<file path="src/rtl/p2c_pkg.sv">
// shared types, constants and the pixel unpack function of the planar to chunky blitter
package p2c_pkg;

   localparam int ADDR_W     = 24;
   localparam int LB_W       = 12;
   localparam int CSR_IDX_W  = 4;
   localparam int CSR_DATA_W = 24;

   // job queue between classifier and writer
   localparam int QDEPTH = 2;
   localparam int PTR_W  = 1;
   localparam int LVL_W  = 2;

   localparam logic [CSR_IDX_W-1:0] CSR_FRAME_OFFSET = 4'd0;
   localparam logic [CSR_IDX_W-1:0] CSR_LINE_BYTES   = 4'd1;

   localparam logic [LB_W-1:0] LINE_BYTES_RESET = 12'd320;

   typedef struct packed {
      logic [31:0]       plane_pair_a;
      logic [31:0]       plane_pair_b;
      logic [ADDR_W-1:0] line_offset;
      logic [ADDR_W-1:0] col_offset;
   } p2c_job_type;

   typedef struct packed {
      logic        valid;
      p2c_job_type job;
   } p2c_push_type;

   // four chunky pixels of word `word`, leftmost pixel in the top byte
   function automatic logic [31:0] chunky_quad(input logic [31:0] a, input logic [31:0] b,
                                               input logic [1:0] word);
      logic [31:0] quad;
      int          p;
      int          s;
      quad = '0;
      for (int i = 0; i < 4; i++) begin
         p = int'(word) * 4 + i;
         s = 15 - p;
         quad[8*(3-i) +: 4] = {b[s], b[16+s], a[s], a[16+s]};
      end
      return quad;
   endfunction

endpackage

</file>
<file path="src/rtl/p2c_fifo.sv">
// short job queue between front and back end
module p2c_fifo (
   input  logic                      clock,
   input  logic                      reset,
   input  p2c_pkg::p2c_push_type     push,
   input  logic                      pop,
   output logic                      head_valid,
   output p2c_pkg::p2c_job_type      head,
   output logic [p2c_pkg::LVL_W-1:0] level
);

   p2c_pkg::p2c_job_type            mem_ff [p2c_pkg::QDEPTH];
   logic [p2c_pkg::PTR_W-1:0]       wr_ptr_ff, wr_ptr_in;
   logic [p2c_pkg::PTR_W-1:0]       rd_ptr_ff, rd_ptr_in;
   logic [p2c_pkg::LVL_W-1:0]       level_ff, level_in;

   always_comb begin
      wr_ptr_in = push.valid ? p2c_pkg::PTR_W'(wr_ptr_ff + 1'b1) : wr_ptr_ff;
      rd_ptr_in = pop ? p2c_pkg::PTR_W'(rd_ptr_ff + 1'b1) : rd_ptr_ff;
      level_in  = level_ff;
      if (push.valid && !pop) begin
         level_in = p2c_pkg::LVL_W'(level_ff + 1'b1);
      end else if (pop && !push.valid) begin
         level_in = p2c_pkg::LVL_W'(level_ff - 1'b1);
      end
   end

   always_ff @(posedge clock) begin
      if (reset) begin
         wr_ptr_ff <= '0;
         rd_ptr_ff <= '0;
         level_ff  <= '0;
      end else begin
         wr_ptr_ff <= wr_ptr_in;
         rd_ptr_ff <= rd_ptr_in;
         level_ff  <= level_in;
      end
   end

   always_ff @(posedge clock) begin
      if (push.valid) begin
         mem_ff[wr_ptr_ff] <= push.job;
      end
   end

   assign head_valid = level_ff != '0;
   assign head       = mem_ff[rd_ptr_ff];
   assign level      = level_ff;

endmodule

</file>
<file path="config.mk">
export PLATFORM = sky130hd
export DESIGN_NAME = p2c_fifo
export DESIGN_NICKNAME = d
export VERILOG_FILES = /design/src/rtl/p2c_pkg.sv /design/src/rtl/p2c_fifo.sv
export SDC_FILE = /design/constraint.sdc
export NUM_CORES = 1
export LEC_CHECK = 0
export BUFFER_PORTS_ARGS = -buffer_cell sky130_fd_sc_hd__buf_2
export CORE_MARGIN = 3
export CORE_UTILIZATION = 50
export DETAILED_ROUTE_END_ITERATION = 16
export GPL_TIMING_DRIVEN = 0
export PLACE_DENSITY = 0.76
export SLEW_MARGIN = 40
export SYNTH_ARGS = -nofsm -noshare
export SYNTH_HDL_FRONTEND = slang
export SYNTH_SLANG_ARGS = --single-unit
</file>
<file path="constraint.sdc">
create_clock -name clock -period 17.3 [get_ports clock]
set_clock_uncertainty 0.15 [all_clocks]
set_input_delay 3.46 -clock clock [delete_from_list [all_inputs] [get_ports clock]]
set_output_delay 3.46 -clock clock [all_outputs]
set_load 0.01 [all_outputs]
</file>
== Word level (Yosys, flattened, before mapping) ==
Memory sizes are Yosys's and may differ from the RTL's. A register that Yosys moved wholly into a read port is not among the register bits.
Index checks and enable logic that the tools add are counted.
Word-level totals
  bits in read-only memories: 0
  bits of input ports: 116
  logic and storage cells: 20
  output and inout bits: 115
  memories: 1
  latch bits: 0
  bits in registers: 4
  RAM bits: 224
Memory list
  mem_ff: words 2, width 112, read ports 1, clocked after memory_dff 1, wr ports 1, line p2c_fifo.sv:12  | p2c_pkg::p2c_job_type mem_ff [p2c_pkg::QDEPTH];
Cells by class
  bitwise gates (word level): 0
  add/sub/neg operators: 4
  mux-type cells: 6
  shift operators: 0
  multiply operators: 0
  eq/ne operators: 0
  div/mod/pow operators: 0
  reductions and logical operators: 6
  $lt $le $gt $ge: 0
Operator list (number)
  2-to-1 mux 1 bit: 4
  2-to-1 mux 2 bit: 2
  nonzero test 2 bit: 2
  adder 1 bit (second input constant): 2
  adder 2 x 1 -> 2 bit (second input constant): 1
  logical AND 1 bit: 2
  logical NOT 1 bit: 2
  subtractor 2 x 1 -> 2 bit (second input constant): 1

== Logic depth before layout (Yosys ltp) ==
  depth after elaboration: 4
  mapped depth: 5
  gate-level depth less buffers: 5

== Least setup slack after synthesis ==
OpenSTA, ideal clock, no wires.
  path type: in2reg
  start point: input push[112] in the netlist's numbering
  end point: memory mem_ff[0][0] in the netlist's numbering (enable)
  setup time: 0.598 ns
  cell stages on the path: 1
  setup slack: 8.228 ns
  buffers on the path: 0
  data required time: 16.552 ns
  arrival time: 8.325 ns
  cell sequence: nor2b_1
Between the ends
  cells in the longest elaborated chain, start to end: 2
RTL lines
  start: declaration: line p2c_fifo.sv:5  | input p2c_pkg::p2c_push_type push,
  2-to-1 mux 1 bit: line p2c_fifo.sv:41  | if (push.valid) begin
  2-to-1 mux 1 bit (not written as such): line p2c_fifo.sv:42  | mem_ff[wr_ptr_ff] <= push.job;
  end: declaration: line p2c_fifo.sv:12
Every way passes these cells.

==> results.ini <==
[run_status]
status=finished, final reports clean

[global_route]
grt_remaining_overflow=0
grt_pass1_vias=4645
grt_max_degree=45
grt_usage=0.1656
grt_pass1_wl_mm=23.76
antenna_found_initial=1

[yosys]
synth_top_area_cell=edfxtp_1
synth_edf_count=224
syn_inst=369
avgSynthCellArea_um2=22.50
ys_warn_count=0
async_flop_share=0
ys_seq_area_frac=0.8223
synth_common_cells=224 x edfxtp_1, 112 x mux2_2, 8 x buf_6
synth_top_area_share=0.8102
ys_ff_latch=229
ys.flop_type=edfxtp_1
yosysMostFrequentCell=edfxtp_1
yosys-top-cells-area=edfxtp_1 81%, mux2_2 15%, dfxtp_1 1.2%
post_synth_num_cell_types=17
synth_area_um2=8302
synth_nets=486

[critical_path]
slowest_stage=dfxtp_1
start_kind=flop
crit_fanout=10
cp_data_required_time_ps=13690
cp_top_family=buffers and inverters
endpoint_kind=primary output
crit_path_cell_trace=buf_4, buf_6, mux2_2, buf_2
crit_type=reg -> out
slowest_delay_ps=390
worstPathArrival_ps=1850
critPathBufInv=3

[sta]
finalSetupTns_ps=0
slew_violations=0
worst_slew_pin_slew_ps=565.4
slew_headroom=0.6223
grt_setup_unrepaired=false
fin_crit_sh=0.3157
setup_viol=0
hold_violations=0
fmax_ghz=0.1831
post-route-min-period_ps=5462

[routing]
viasPerCell=4.955
routed_wl_mm=15.47
drt_iter0_drc=195
wl_per_cell_um=17.93
firstDrtPassIters=4
vias=4276
ant_nets=0
drc=0

[finish]
multi_input_area_um2=1369
drive_gt1_frac=0.6105
fin_nets=749
area_delta_synth_final_pct=27.88
fill_cells=1101
seq_area_um2=6827
n_antenna_cell=0

[clock_tree]
clk_latency_ps=500
clock_path_buffers=3
post-cts-setup-buffers=0
clk_pin_slew_ps=60
clockRootBuffer=clkbuf_16
cts-hold-fix-buffers=0
cts_buffers=23
post_cts_resized=0
tritoncts=done
clock-sinks=229
cts-htree-levels=1

[placement]
gp_congestion=0.7519
hpwlAfterDp_mm=10.98
io_buffers=230

[power_and_ir_drop]
netSwitchingPower_uw=267.8
ir_drop_mv=0.08130
share_seq_of_total_power=0.516
combPwrFrac=0.111
p_clk_frac=0.373
p_leak_nw=4.020
cellInternalPower_mw=1.002
pwr_density_cell_nw_per_um2=119.6
total_power_mw=1.270
p_sw_frac=0.2108

[die]
rows=46
die_w_um=134.9
dieArea_um2=18190
core_area_um2=16060
dieHeight_um=134.9
initial_core_util=0.5170
ios=231

[hold_path]
hp-class=reg -> reg

[flow_run]
max-cap-violations=0

worst reg2reg max path: cells and delay by family (launching register included):
kind / cells / cell delay (ps)
buffers and inverters: 4 / 780
and+or+nand+nor: 1 / 490
DFF: 1 / 360
power by group through the flow:
stage	clock network, mW	logic (mW)	registers, mW
6_report	0.474	0.141	0.655
5_1_grt	0.509	0.153	0.658
4_1_cts	0.487	0.144	0.656
3_5_place_dp	0	0.143	0.667
3_3_place_gp	0	0.132	0.672
2_1_floorplan	0	0.0771	0.669
flip-flops by register name, indices dropped and copies added, names as in the netlist, named ones only:
register and count:
level 2, wr_ptr_ff 1, mem_ff 224, rd_ptr_ff 1
placed cells by master, fill, tap and decap left out, drive strengths merged:
cell type,Yosys,routed
a21oi,1,1
and2,1,1
buf,12,250
bufinv,0,2
clkbuf,0,32
clkinv,0,5
dfxtp,5,5
edfxtp,224,224
ha,1,1
inv,1,2
mux2,112,112
nor2,4,4
nor2b,1,1
o21ai,1,1
or2,1,1
or3,1,1
xnor2,2,2
xor2,2,2
metal layers:
layer	up-vias	GRT usage	share of wire
met1	2093	0.1933	0.37
met4	2	0.04186	0.017
li1	1993	-	-
met2	162	0.3024	0.53
met5	-	0	0.00084
met3	26	0.04620	0.082
path summary, 6_finish.rpt:
kind                     startpoint                 endpoint  slack, ps  cells past startpoint
max reg2reg  wr_ptr_ff$_SDFFE_PP0P_  mem_ff[0][18]$_DFFE_PP_      15230                      5
max                            flop                 head[85]      11840                      4
min reg2reg   level[1]$_SDFFE_PP0P_    level[1]$_SDFFE_PP0P_        370                      2
min           level[1]$_SDFFE_PP0P_    level[1]$_SDFFE_PP0P_        370                      2
layout make-up:
cell class                 count  share of cell area
sequential                   229              0.6430
timing repair buffer         238              0.1230
buffer                        12             0.01061
tap                          216             0.02546
clock buffer                  32             0.06022
clock inverter                 8            0.008368
multi-input combinational    127              0.1289
inverter                       1           0.0003536
cells by family after synthesis:
kind of cell | synth area share
flops | 0.8223
mux | 0.1519
buf+inv | 0.01402
simple gates | 0.004824
xor+xnor | 0.004221
compound gates | 0.001205
fa+ha+maj | 0.001507
per-stage QoR:
step | hold WS [ps] | util | setup slack (ps) | instance area, µm² | cells
after floorplan | 329.9 | - | 8228 | 8302 | 369
after global placement | 335.8 | 0.6055 | 5817 | 9723 | 815
after detailed placement | 362.3 | 0.6158 | 11910 | 9888 | 823
after CTS | 371.2 | 0.6611 | 11760 | 10620 | 863
after global routing | 404.6 | 0.6611 | 11700 | 10620 | 863
final | 371.8 | 0.6611 | 11840 | 10620 | 863
Power figures use the tool's default switching activity.
