<file path="src/rtl/p2c_pkg.sv">
// shared types, constants and the pixel unpack function of the planar to chunky blitter
package p2c_pkg;

   localparam int ADDR_W     = 24;
   localparam int LB_W       = 12;
   localparam int CSR_IDX_W  = 4;
   localparam int CSR_DATA_W = 24;

   // job queue between classifier and writer
   localparam int QDEPTH = 2;
   localparam int PTR_W  = 1;
   localparam int LVL_W  = 2;

   localparam logic [CSR_IDX_W-1:0] CSR_FRAME_OFFSET = 4'd0;
   localparam logic [CSR_IDX_W-1:0] CSR_LINE_BYTES   = 4'd1;

   localparam logic [LB_W-1:0] LINE_BYTES_RESET = 12'd320;

   typedef struct packed {
      logic [31:0]       plane_pair_a;
      logic [31:0]       plane_pair_b;
      logic [ADDR_W-1:0] line_offset;
      logic [ADDR_W-1:0] col_offset;
   } p2c_job_type;

   typedef struct packed {
      logic        valid;
      p2c_job_type job;
   } p2c_push_type;

   // four chunky pixels of word `word`, leftmost pixel in the top byte
   function automatic logic [31:0] chunky_quad(input logic [31:0] a, input logic [31:0] b,
                                               input logic [1:0] word);
      logic [31:0] quad;
      int          p;
      int          s;
      quad = '0;
      for (int i = 0; i < 4; i++) begin
         p = int'(word) * 4 + i;
         s = 15 - p;
         quad[8*(3-i) +: 4] = {b[s], b[16+s], a[s], a[16+s]};
      end
      return quad;
   endfunction

endpackage

</file>
<file path="src/rtl/p2c_if.sv">


interface p2c_rsp_if;
   logic                       valid;
   logic                       ready;
   logic [p2c_pkg::ADDR_W-1:0] byte_address;
   logic [31:0]                pixel_quad;
   logic                       last_word;
   modport source(output valid, byte_address, pixel_quad, last_word, input ready);
   modport sink(input valid, byte_address, pixel_quad, last_word, output ready);
endinterface


</file>
<file path="src/rtl/p2c_back.sv">
// back end: unpacks a changed chunk into four pixel words behind an output register
module p2c_back (
   input  logic                       clock,
   input  logic                       reset,
   input  logic                       head_valid,
   input  p2c_pkg::p2c_job_type       head,
   input  logic [p2c_pkg::ADDR_W-1:0] frame_offset,
   output logic                       pop,
   p2c_rsp_if.source                  rsp
);

   p2c_pkg::p2c_job_type       cur_ff;
   logic                       cur_valid_ff, cur_valid_in;
   logic [1:0]                 word_ff, word_in;
   logic                       rsp_valid_ff, rsp_valid_in;
   logic [p2c_pkg::ADDR_W-1:0] byte_address_ff;
   logic [31:0]                pixel_quad_ff;
   logic                       last_word_ff;

   logic                       out_load;
   logic                       final_word;

   assign out_load   = cur_valid_ff && (!rsp_valid_ff || rsp.ready);
   assign final_word = word_ff == 2'd3;
   assign pop        = head_valid && (!cur_valid_ff || (out_load && final_word));

   always_comb begin
      cur_valid_in = cur_valid_ff;
      if (pop) begin
         cur_valid_in = 1'b1;
      end else if (out_load && final_word) begin
         cur_valid_in = 1'b0;
      end
      word_in      = out_load ? 2'(word_ff + 1'b1) : word_ff;
      rsp_valid_in = out_load ? 1'b1 : (rsp.ready ? 1'b0 : rsp_valid_ff);
   end

   always_ff @(posedge clock) begin
      if (reset) begin
         cur_valid_ff <= 1'b0;
         word_ff      <= '0;
         rsp_valid_ff <= 1'b0;
      end else begin
         cur_valid_ff <= cur_valid_in;
         word_ff      <= word_in;
         rsp_valid_ff <= rsp_valid_in;
      end
   end

   always_ff @(posedge clock) begin
      if (pop) begin
         cur_ff <= head;
      end
      if (out_load) begin
         byte_address_ff <= frame_offset + cur_ff.line_offset + cur_ff.col_offset
                            + p2c_pkg::ADDR_W'({word_ff, 2'b00});
         pixel_quad_ff   <= p2c_pkg::chunky_quad(cur_ff.plane_pair_a, cur_ff.plane_pair_b,
                                                 word_ff);
         last_word_ff    <= final_word;
      end
   end

   assign rsp.valid        = rsp_valid_ff;
   assign rsp.byte_address = byte_address_ff;
   assign rsp.pixel_quad   = pixel_quad_ff;
   assign rsp.last_word    = last_word_ff;

endmodule

</file>
<file path="src/flat_wrapper.sv">
// flat-port wrapper written by rule: the top's interface ports become plain ports
module p2c_back_flat 
  (clock, reset, head_valid, head, frame_offset, pop, rsp_valid, rsp_byte_address, rsp_pixel_quad, rsp_last_word, rsp_ready);
  p2c_rsp_if rsp_i ();
  input  logic clock;
  input  logic reset;
  input  logic head_valid;
  input  p2c_pkg::p2c_job_type head;
  input  logic [p2c_pkg::ADDR_W-1:0] frame_offset;
  output logic pop;
  output wire logic [$bits(rsp_i.valid)-1:0] rsp_valid;
  output wire logic [$bits(rsp_i.byte_address)-1:0] rsp_byte_address;
  output wire logic [$bits(rsp_i.pixel_quad)-1:0] rsp_pixel_quad;
  output wire logic [$bits(rsp_i.last_word)-1:0] rsp_last_word;
  input wire logic [$bits(rsp_i.ready)-1:0] rsp_ready;
  assign rsp_valid = rsp_i.valid;
  assign rsp_byte_address = rsp_i.byte_address;
  assign rsp_pixel_quad = rsp_i.pixel_quad;
  assign rsp_last_word = rsp_i.last_word;
  assign rsp_i.ready = rsp_ready;
  p2c_back u_core (.clock(clock), .reset(reset), .head_valid(head_valid), .head(head), .frame_offset(frame_offset), .pop(pop), .rsp(rsp_i));
endmodule
</file>
<file path="config.mk">
export PLATFORM = sky130hd
export DESIGN_NAME = p2c_back_flat
export DESIGN_NICKNAME = d
export VERILOG_FILES = /design/src/rtl/p2c_pkg.sv /design/src/rtl/p2c_if.sv /design/src/rtl/p2c_back.sv /design/src/flat_wrapper.sv
export SDC_FILE = /design/constraint.sdc
export NUM_CORES = 1
export LEC_CHECK = 0
export BUFFER_PORTS_ARGS = -buffer_cell sky130_fd_sc_hd__buf_2
export CORE_MARGIN = 10
export CORE_UTILIZATION = 53
export CTS_CLUSTER_SIZE = 16
export DETAILED_ROUTE_END_ITERATION = 10
export PLACE_DENSITY = 0.86
export SYNTH_ARGS = -nofsm -noshare
export SYNTH_HDL_FRONTEND = slang
export SYNTH_SLANG_ARGS = --single-unit
</file>
<file path="constraint.sdc">
create_clock -name clock -period 14 [get_ports clock]
set_clock_uncertainty 0.2 [all_clocks]
set_input_delay 0.7 -clock clock [delete_from_list [all_inputs] [get_ports clock]]
set_output_delay 0.7 -clock clock [all_outputs]
set_load 0.02 [all_outputs]
</file>
======== Yosys cells after proc, flatten, opt, wreduce, memory -nomap -nowiden ========
Index checks and enable logic that the tools add are counted.
word-level totals
  output and inout port bits .............. 59
  word-level logic and storage cells ...... 95
  bits in registers ....................... 157
operators by class
  equal/unequal tests ..................... 1
  reductions and logical operators ........ 9
  multiplexer cells ....................... 52
  magnitude comparators ................... 8
  add/subtract/negate cells ............... 15
operators by type and width
  cell                                                                            number
  32-bit by 7-bit less-than comparator with 1-bit output (second input constant)  8
  6-bit by 32-bit adder with 32-bit output (first input constant)                 4
  5-bit by 32-bit subtractor with 32-bit output (first input constant)            3
  1-bit binary-select mux with 5-bit select                                       16
  24-bit adder                                                                    2
  1-bit 2-to-1 mux                                                                36
  24-bit by 4-bit adder with 24-bit output                                        1
  4-bit by 2-bit adder with 5-bit output (second input constant)                  2
  4-bit by 1-bit adder with 5-bit output (second input constant)                  1
  4-bit by 4-bit subtractor with 5-bit output (first input constant)              1
  2-bit nonzero test                                                              2
  1-bit logical AND                                                               3
  2-bit by 1-bit adder with 2-bit output (second input constant)                  1
  2-bit equality test (second input constant)                                     1
  1-bit zero test                                                                 2
  1-bit logical OR                                                                2

======== Logic depth before layout (Yosys ltp) ========
  depth in word-level cells ............... 7
  gate-level depth with buffers ........... 16
  mapped depth without buffers ............ 14

======== Worst setup path before layout ========
No wires, ideal clock.
  path kind ............................... in2reg
  from .................................... input port rsp_ready
  to ...................................... register u_core.cur_ff[0] in the netlist's numbering, enable pin
  required time ........................... 13024 ps
  path buffers ............................ 0
  arrival ................................. 9419 ps
  setup time .............................. 776 ps
  stages on the path ...................... 3
  path slack .............................. 3605 ps
  cells stage by stage .................... nand2b_1 -> nand2_1 -> a21boi_0
on the way
  longest elaborated chain between the ends .. 5
ends and longest elaborated chain
  what                  line                text
  start, declared       flat_wrapper.sv:15  input wire logic [$bits(rsp_i.ready)-1:0] rsp_ready;
  1-bit logical OR      p2c_back.sv:23      assign out_load = cur_valid_ff && (!rsp_valid_ff || rsp.ready);
  1-bit logical AND     p2c_back.sv:23
  1-bit logical AND     p2c_back.sv:25      assign pop = head_valid && (!cur_valid_ff || (out_load && final_word));
  1-bit logical OR      p2c_back.sv:25
  1-bit logical AND     p2c_back.sv:25
  named net pop         flat_wrapper.sv:10  output logic pop;
  end signal, assigned  p2c_back.sv:52      cur_ff <= head;
  end, declared         p2c_back.sv:12      p2c_pkg::p2c_job_type cur_ff;
The timed path passes the listed nets, and every way through them passes these cells.
A chain may end at the register's enable or synchronous reset.

======== Worst setup path after layout ========
  from .................................... register u_core.word_ff[0]
  to ...................................... register u_core.byte_address_ff, in the netlist u_core.rsp.byte_address[22], data pin
on the way
  longest elaborated chain between the ends .. 1
ends and longest elaborated chain
  what                                      line            text
  start, declared                           p2c_back.sv:14  logic [1:0] word_ff, word_in;
  start signal, assigned                    p2c_back.sv:45  word_ff <= word_in;
  24-bit by 4-bit adder with 24-bit output  p2c_back.sv:56  + p2c_pkg::ADDR_W'({word_ff, 2'b00});
  end signal, assigned                      p2c_back.sv:55  byte_address_ff <= frame_offset + cur_ff.line_offset + cur_ff.col_offset
  end, declared                             p2c_back.sv:16  logic [p2c_pkg::ADDR_W-1:0] byte_address_ff;
No other way between the ends.

==> results.json <==
{
  "critPathArrivalTime_ns": 4.86,
  "min_path_type": "input pin to flip-flop",
  "clkLatencyLatePin_ns": 0.42,
  "stdcell_count": 860,
  "path_cells": "inv_1 > fa_1 > fa_1 > inv_1 > ha_1 > inv_1 > fa_1 > nand2b_1 > a21oi_2 > o2111ai_2 > a211oi_2 > o21ai_2 > o31ai_2 > xnor2_1",
  "initial_core_util_pct": 54.88,
  "synth.distinct_cells": 45,
  "vias_per_cell": 5.080,
  "row_count": 42,
  "multi_input_area_sq_um": 2272,
  "holdBufCountCts": 0,
  "cts_tree": "yes",
  "grt_pass1_wl_microns": 24860,
  "seqCellArea_sq_um": 4674,
  "port-buffer-count": 182,
  "clock_tree.root_cell": "clkbuf_16",
  "first_global_vias": 4956,
  "cts_sinks": 157,
  "grt_usage_pct": 17.50,
  "htreeDepth": 4,
  "totalWireLength_microns": 15960,
  "crit_family": "adder cells",
  "synth_seq_area_share_pct": 63.56,
  "synth_area_per_cell_sq_um": 15.52,
  "die_w_microns": 137.8,
  "power.total_mw": 1.328,
  "antenna_found_initial": 0,
  "clk_pin_slew_ns": 0.06,
  "final_common_cell": "buf_2",
  "critical_path_buf_inv_count": 3,
  "synth_cells": 474,
  "io_pins": 199,
  "wl_per_cell_microns": 18.56,
  "fillerInstances": 939,
  "max_freq_mhz": 204.4,
  "place.gp.congestion": 0.8298,
  "cts_max_path_buffers": 2,
  "hold_viol": 0,
  "dp.cells": 829,
  "numCtsBuffers": 17,
  "core_area_sq_um": 13400,
  "synth_area_leaders": "edfxtp_1 (62%), ha_1 (7.1%), fa_1 (7.1%)",
  "die_area_sq_um": 18990,
  "ys_warn_count": 0,
  "vdd_drop_max_uv": 94.21,
  "synth_seq_cells": 157,
  "layout_common_cells": "buf_2 (182), edfxtp_1 (153), inv_1 (89), ha_1 (42), fa_1 (26)",
  "end_kind": "flip-flop",
  "grt_max_degree": 71,
  "diodes": 0,
  "crit_fanout": 18,
  "worstSetupStartpointType": "flip-flop",
  "yosysTopAreaCell": "edfxtp_1",
  "areaGrowthSynthToFinish_pct": 22.07,
  "vias": 4369,
  "post-cts-setup-buffers": 0,
  "max-cap-violations": 0,
  "critPathSlowestCell": "dfxtp_1",
  "grt.overflow.total": 0,
  "utilization_pct": 66.99,
  "maxSlewHeadroom_pct": 22.80,
  "min_period_ns": 4.891,
  "ctsResizeCount": 0,
  "drive_gt1_share_pct": 34.94,
  "outcome": "complete, no violations",
  "finalCritPeriodShare_pct": 34.94,
  "setup_viol": 0,
  "drv_slew": 0,
  "nets": 880,
  "rsz0062_at_grt": "false",
  "drt_pass1_iterations": 4,
  "synth.top_cell.area_share_pct": 62.47,
  "die_h_microns": 137.8,
  "setup-tns-final_ns": 0,
  "drc": 0,
  "drtIter0Drc": 184,
  "worstSetupPathType": "flip-flop to flip-flop",
  "max_stage_delay_ns": 1.08,
  "p_leak_nw": 3.914,
  "syn-cell-area_sq_um": 7355,
  "worst_pin_slew_ns": 1.156,
  "drtAntennaViolNets": 0,
  "hpwl_microns": 12140,
  "pwr_density_cell_nw_per_um2": 147.9,
  "cp_data_required_time_ns": 13.97
}
Yosys cell counts, drive strengths merged:
cell type,count
a2111oi,1
a211oi,1
a21boi,1
a21o,7
a21oi,18
a311oi,1
a31oi,3
and3,1
and3b,1
buf,18
clkbuf,2
conb,1
dfxtp,4
edfxtp,153
fa,26
ha,42
inv,90
mux2i,1
mux4,16
nand2,7
nand2b,4
nand3,5
nand4,3
nor2,17
nor2b,1
nor3,4
nor4,1
nor4b,1
o2111ai,2
o211ai,1
o21ai,6
o21bai,4
o22a,1
o22ai,2
o311ai,1
o31ai,1
or2b,1
or3,2
xnor2,20
xor2,3
power by group:
group | switching (mW) | total [mW] | internal (mW)
clock | 0.184 | 0.429 | 0.244
sequential | 0.0176 | 0.596 | 0.578
combinational | 0.176 | 0.303 | 0.127
stage by stage:
step	setup slack, ns	instance area (sq um)	hold WS, ns
floorplan	3.605	7411	0.2436
global placement	9.212	8431	0.3053
detailed placement	9.060	8431	0.3258
CTS	9.013	8977	0.2280
global route	8.699	8977	0.2363
finish	9.109	8977	0.2465
sequential cells by signal (all words and copies together) (netlist names):
register / count
u_core.rsp.pixel_quad: 16
u_core.rsp.last_word: 1
u_core.word_ff: 2
u_core.cur_valid_ff: 1
u_core.rsp.valid: 1
u_core.rsp.byte_address: 24
u_core.cur_ff: 112
metal layers:
metal | up-vias | wire [microns] | track usage, %
li1 | 2047 | - | -
met1 | 2074 | 6046 | 19.77
met2 | 218 | 7770 | 28.37
met3 | 30 | 1767 | 7.247
met4 | 0 | 376 | 8.285
met5 | - | 0 | 0
path summary, 6_finish.rpt:
kind | from | end | slack [ns] | cells past startpoint
worst max register to register | u_core.word_ff[0] | u_core.rsp.byte_address[22] | 9.11 | 14
worst min-delay path | head[105] | u_core.cur_ff[105] | 0.25 | 1
worst max-delay path | u_core.word_ff[0] | u_core.rsp.byte_address[22] | 9.11 | 14
worst min register to register | u_core.cur_valid_ff | u_core.rsp.valid | 0.32 | 2
logic make-up after synthesis:
group	Yosys count	share of synthesized area, %
compound gates	50	4.712
xor+xnor	23	2.739
fa+ha+maj	68	14.22
buf+inv	110	6.465
flops	157	63.56
mux	17	5.036
other cells	1	0.05099
simple gates	48	3.216
final cells by class:
cell class / instances / area share, %
clock buffer: 18 / 4.780
clock inverter: 13 / 1.310
inverter: 90 / 3.763
multi-input combinational: 222 / 25.31
sequential: 157 / 52.07
tap: 176 / 2.453
timing repair buffer: 184 / 10.31
Note: power is estimated with default switching activity, not from simulation.
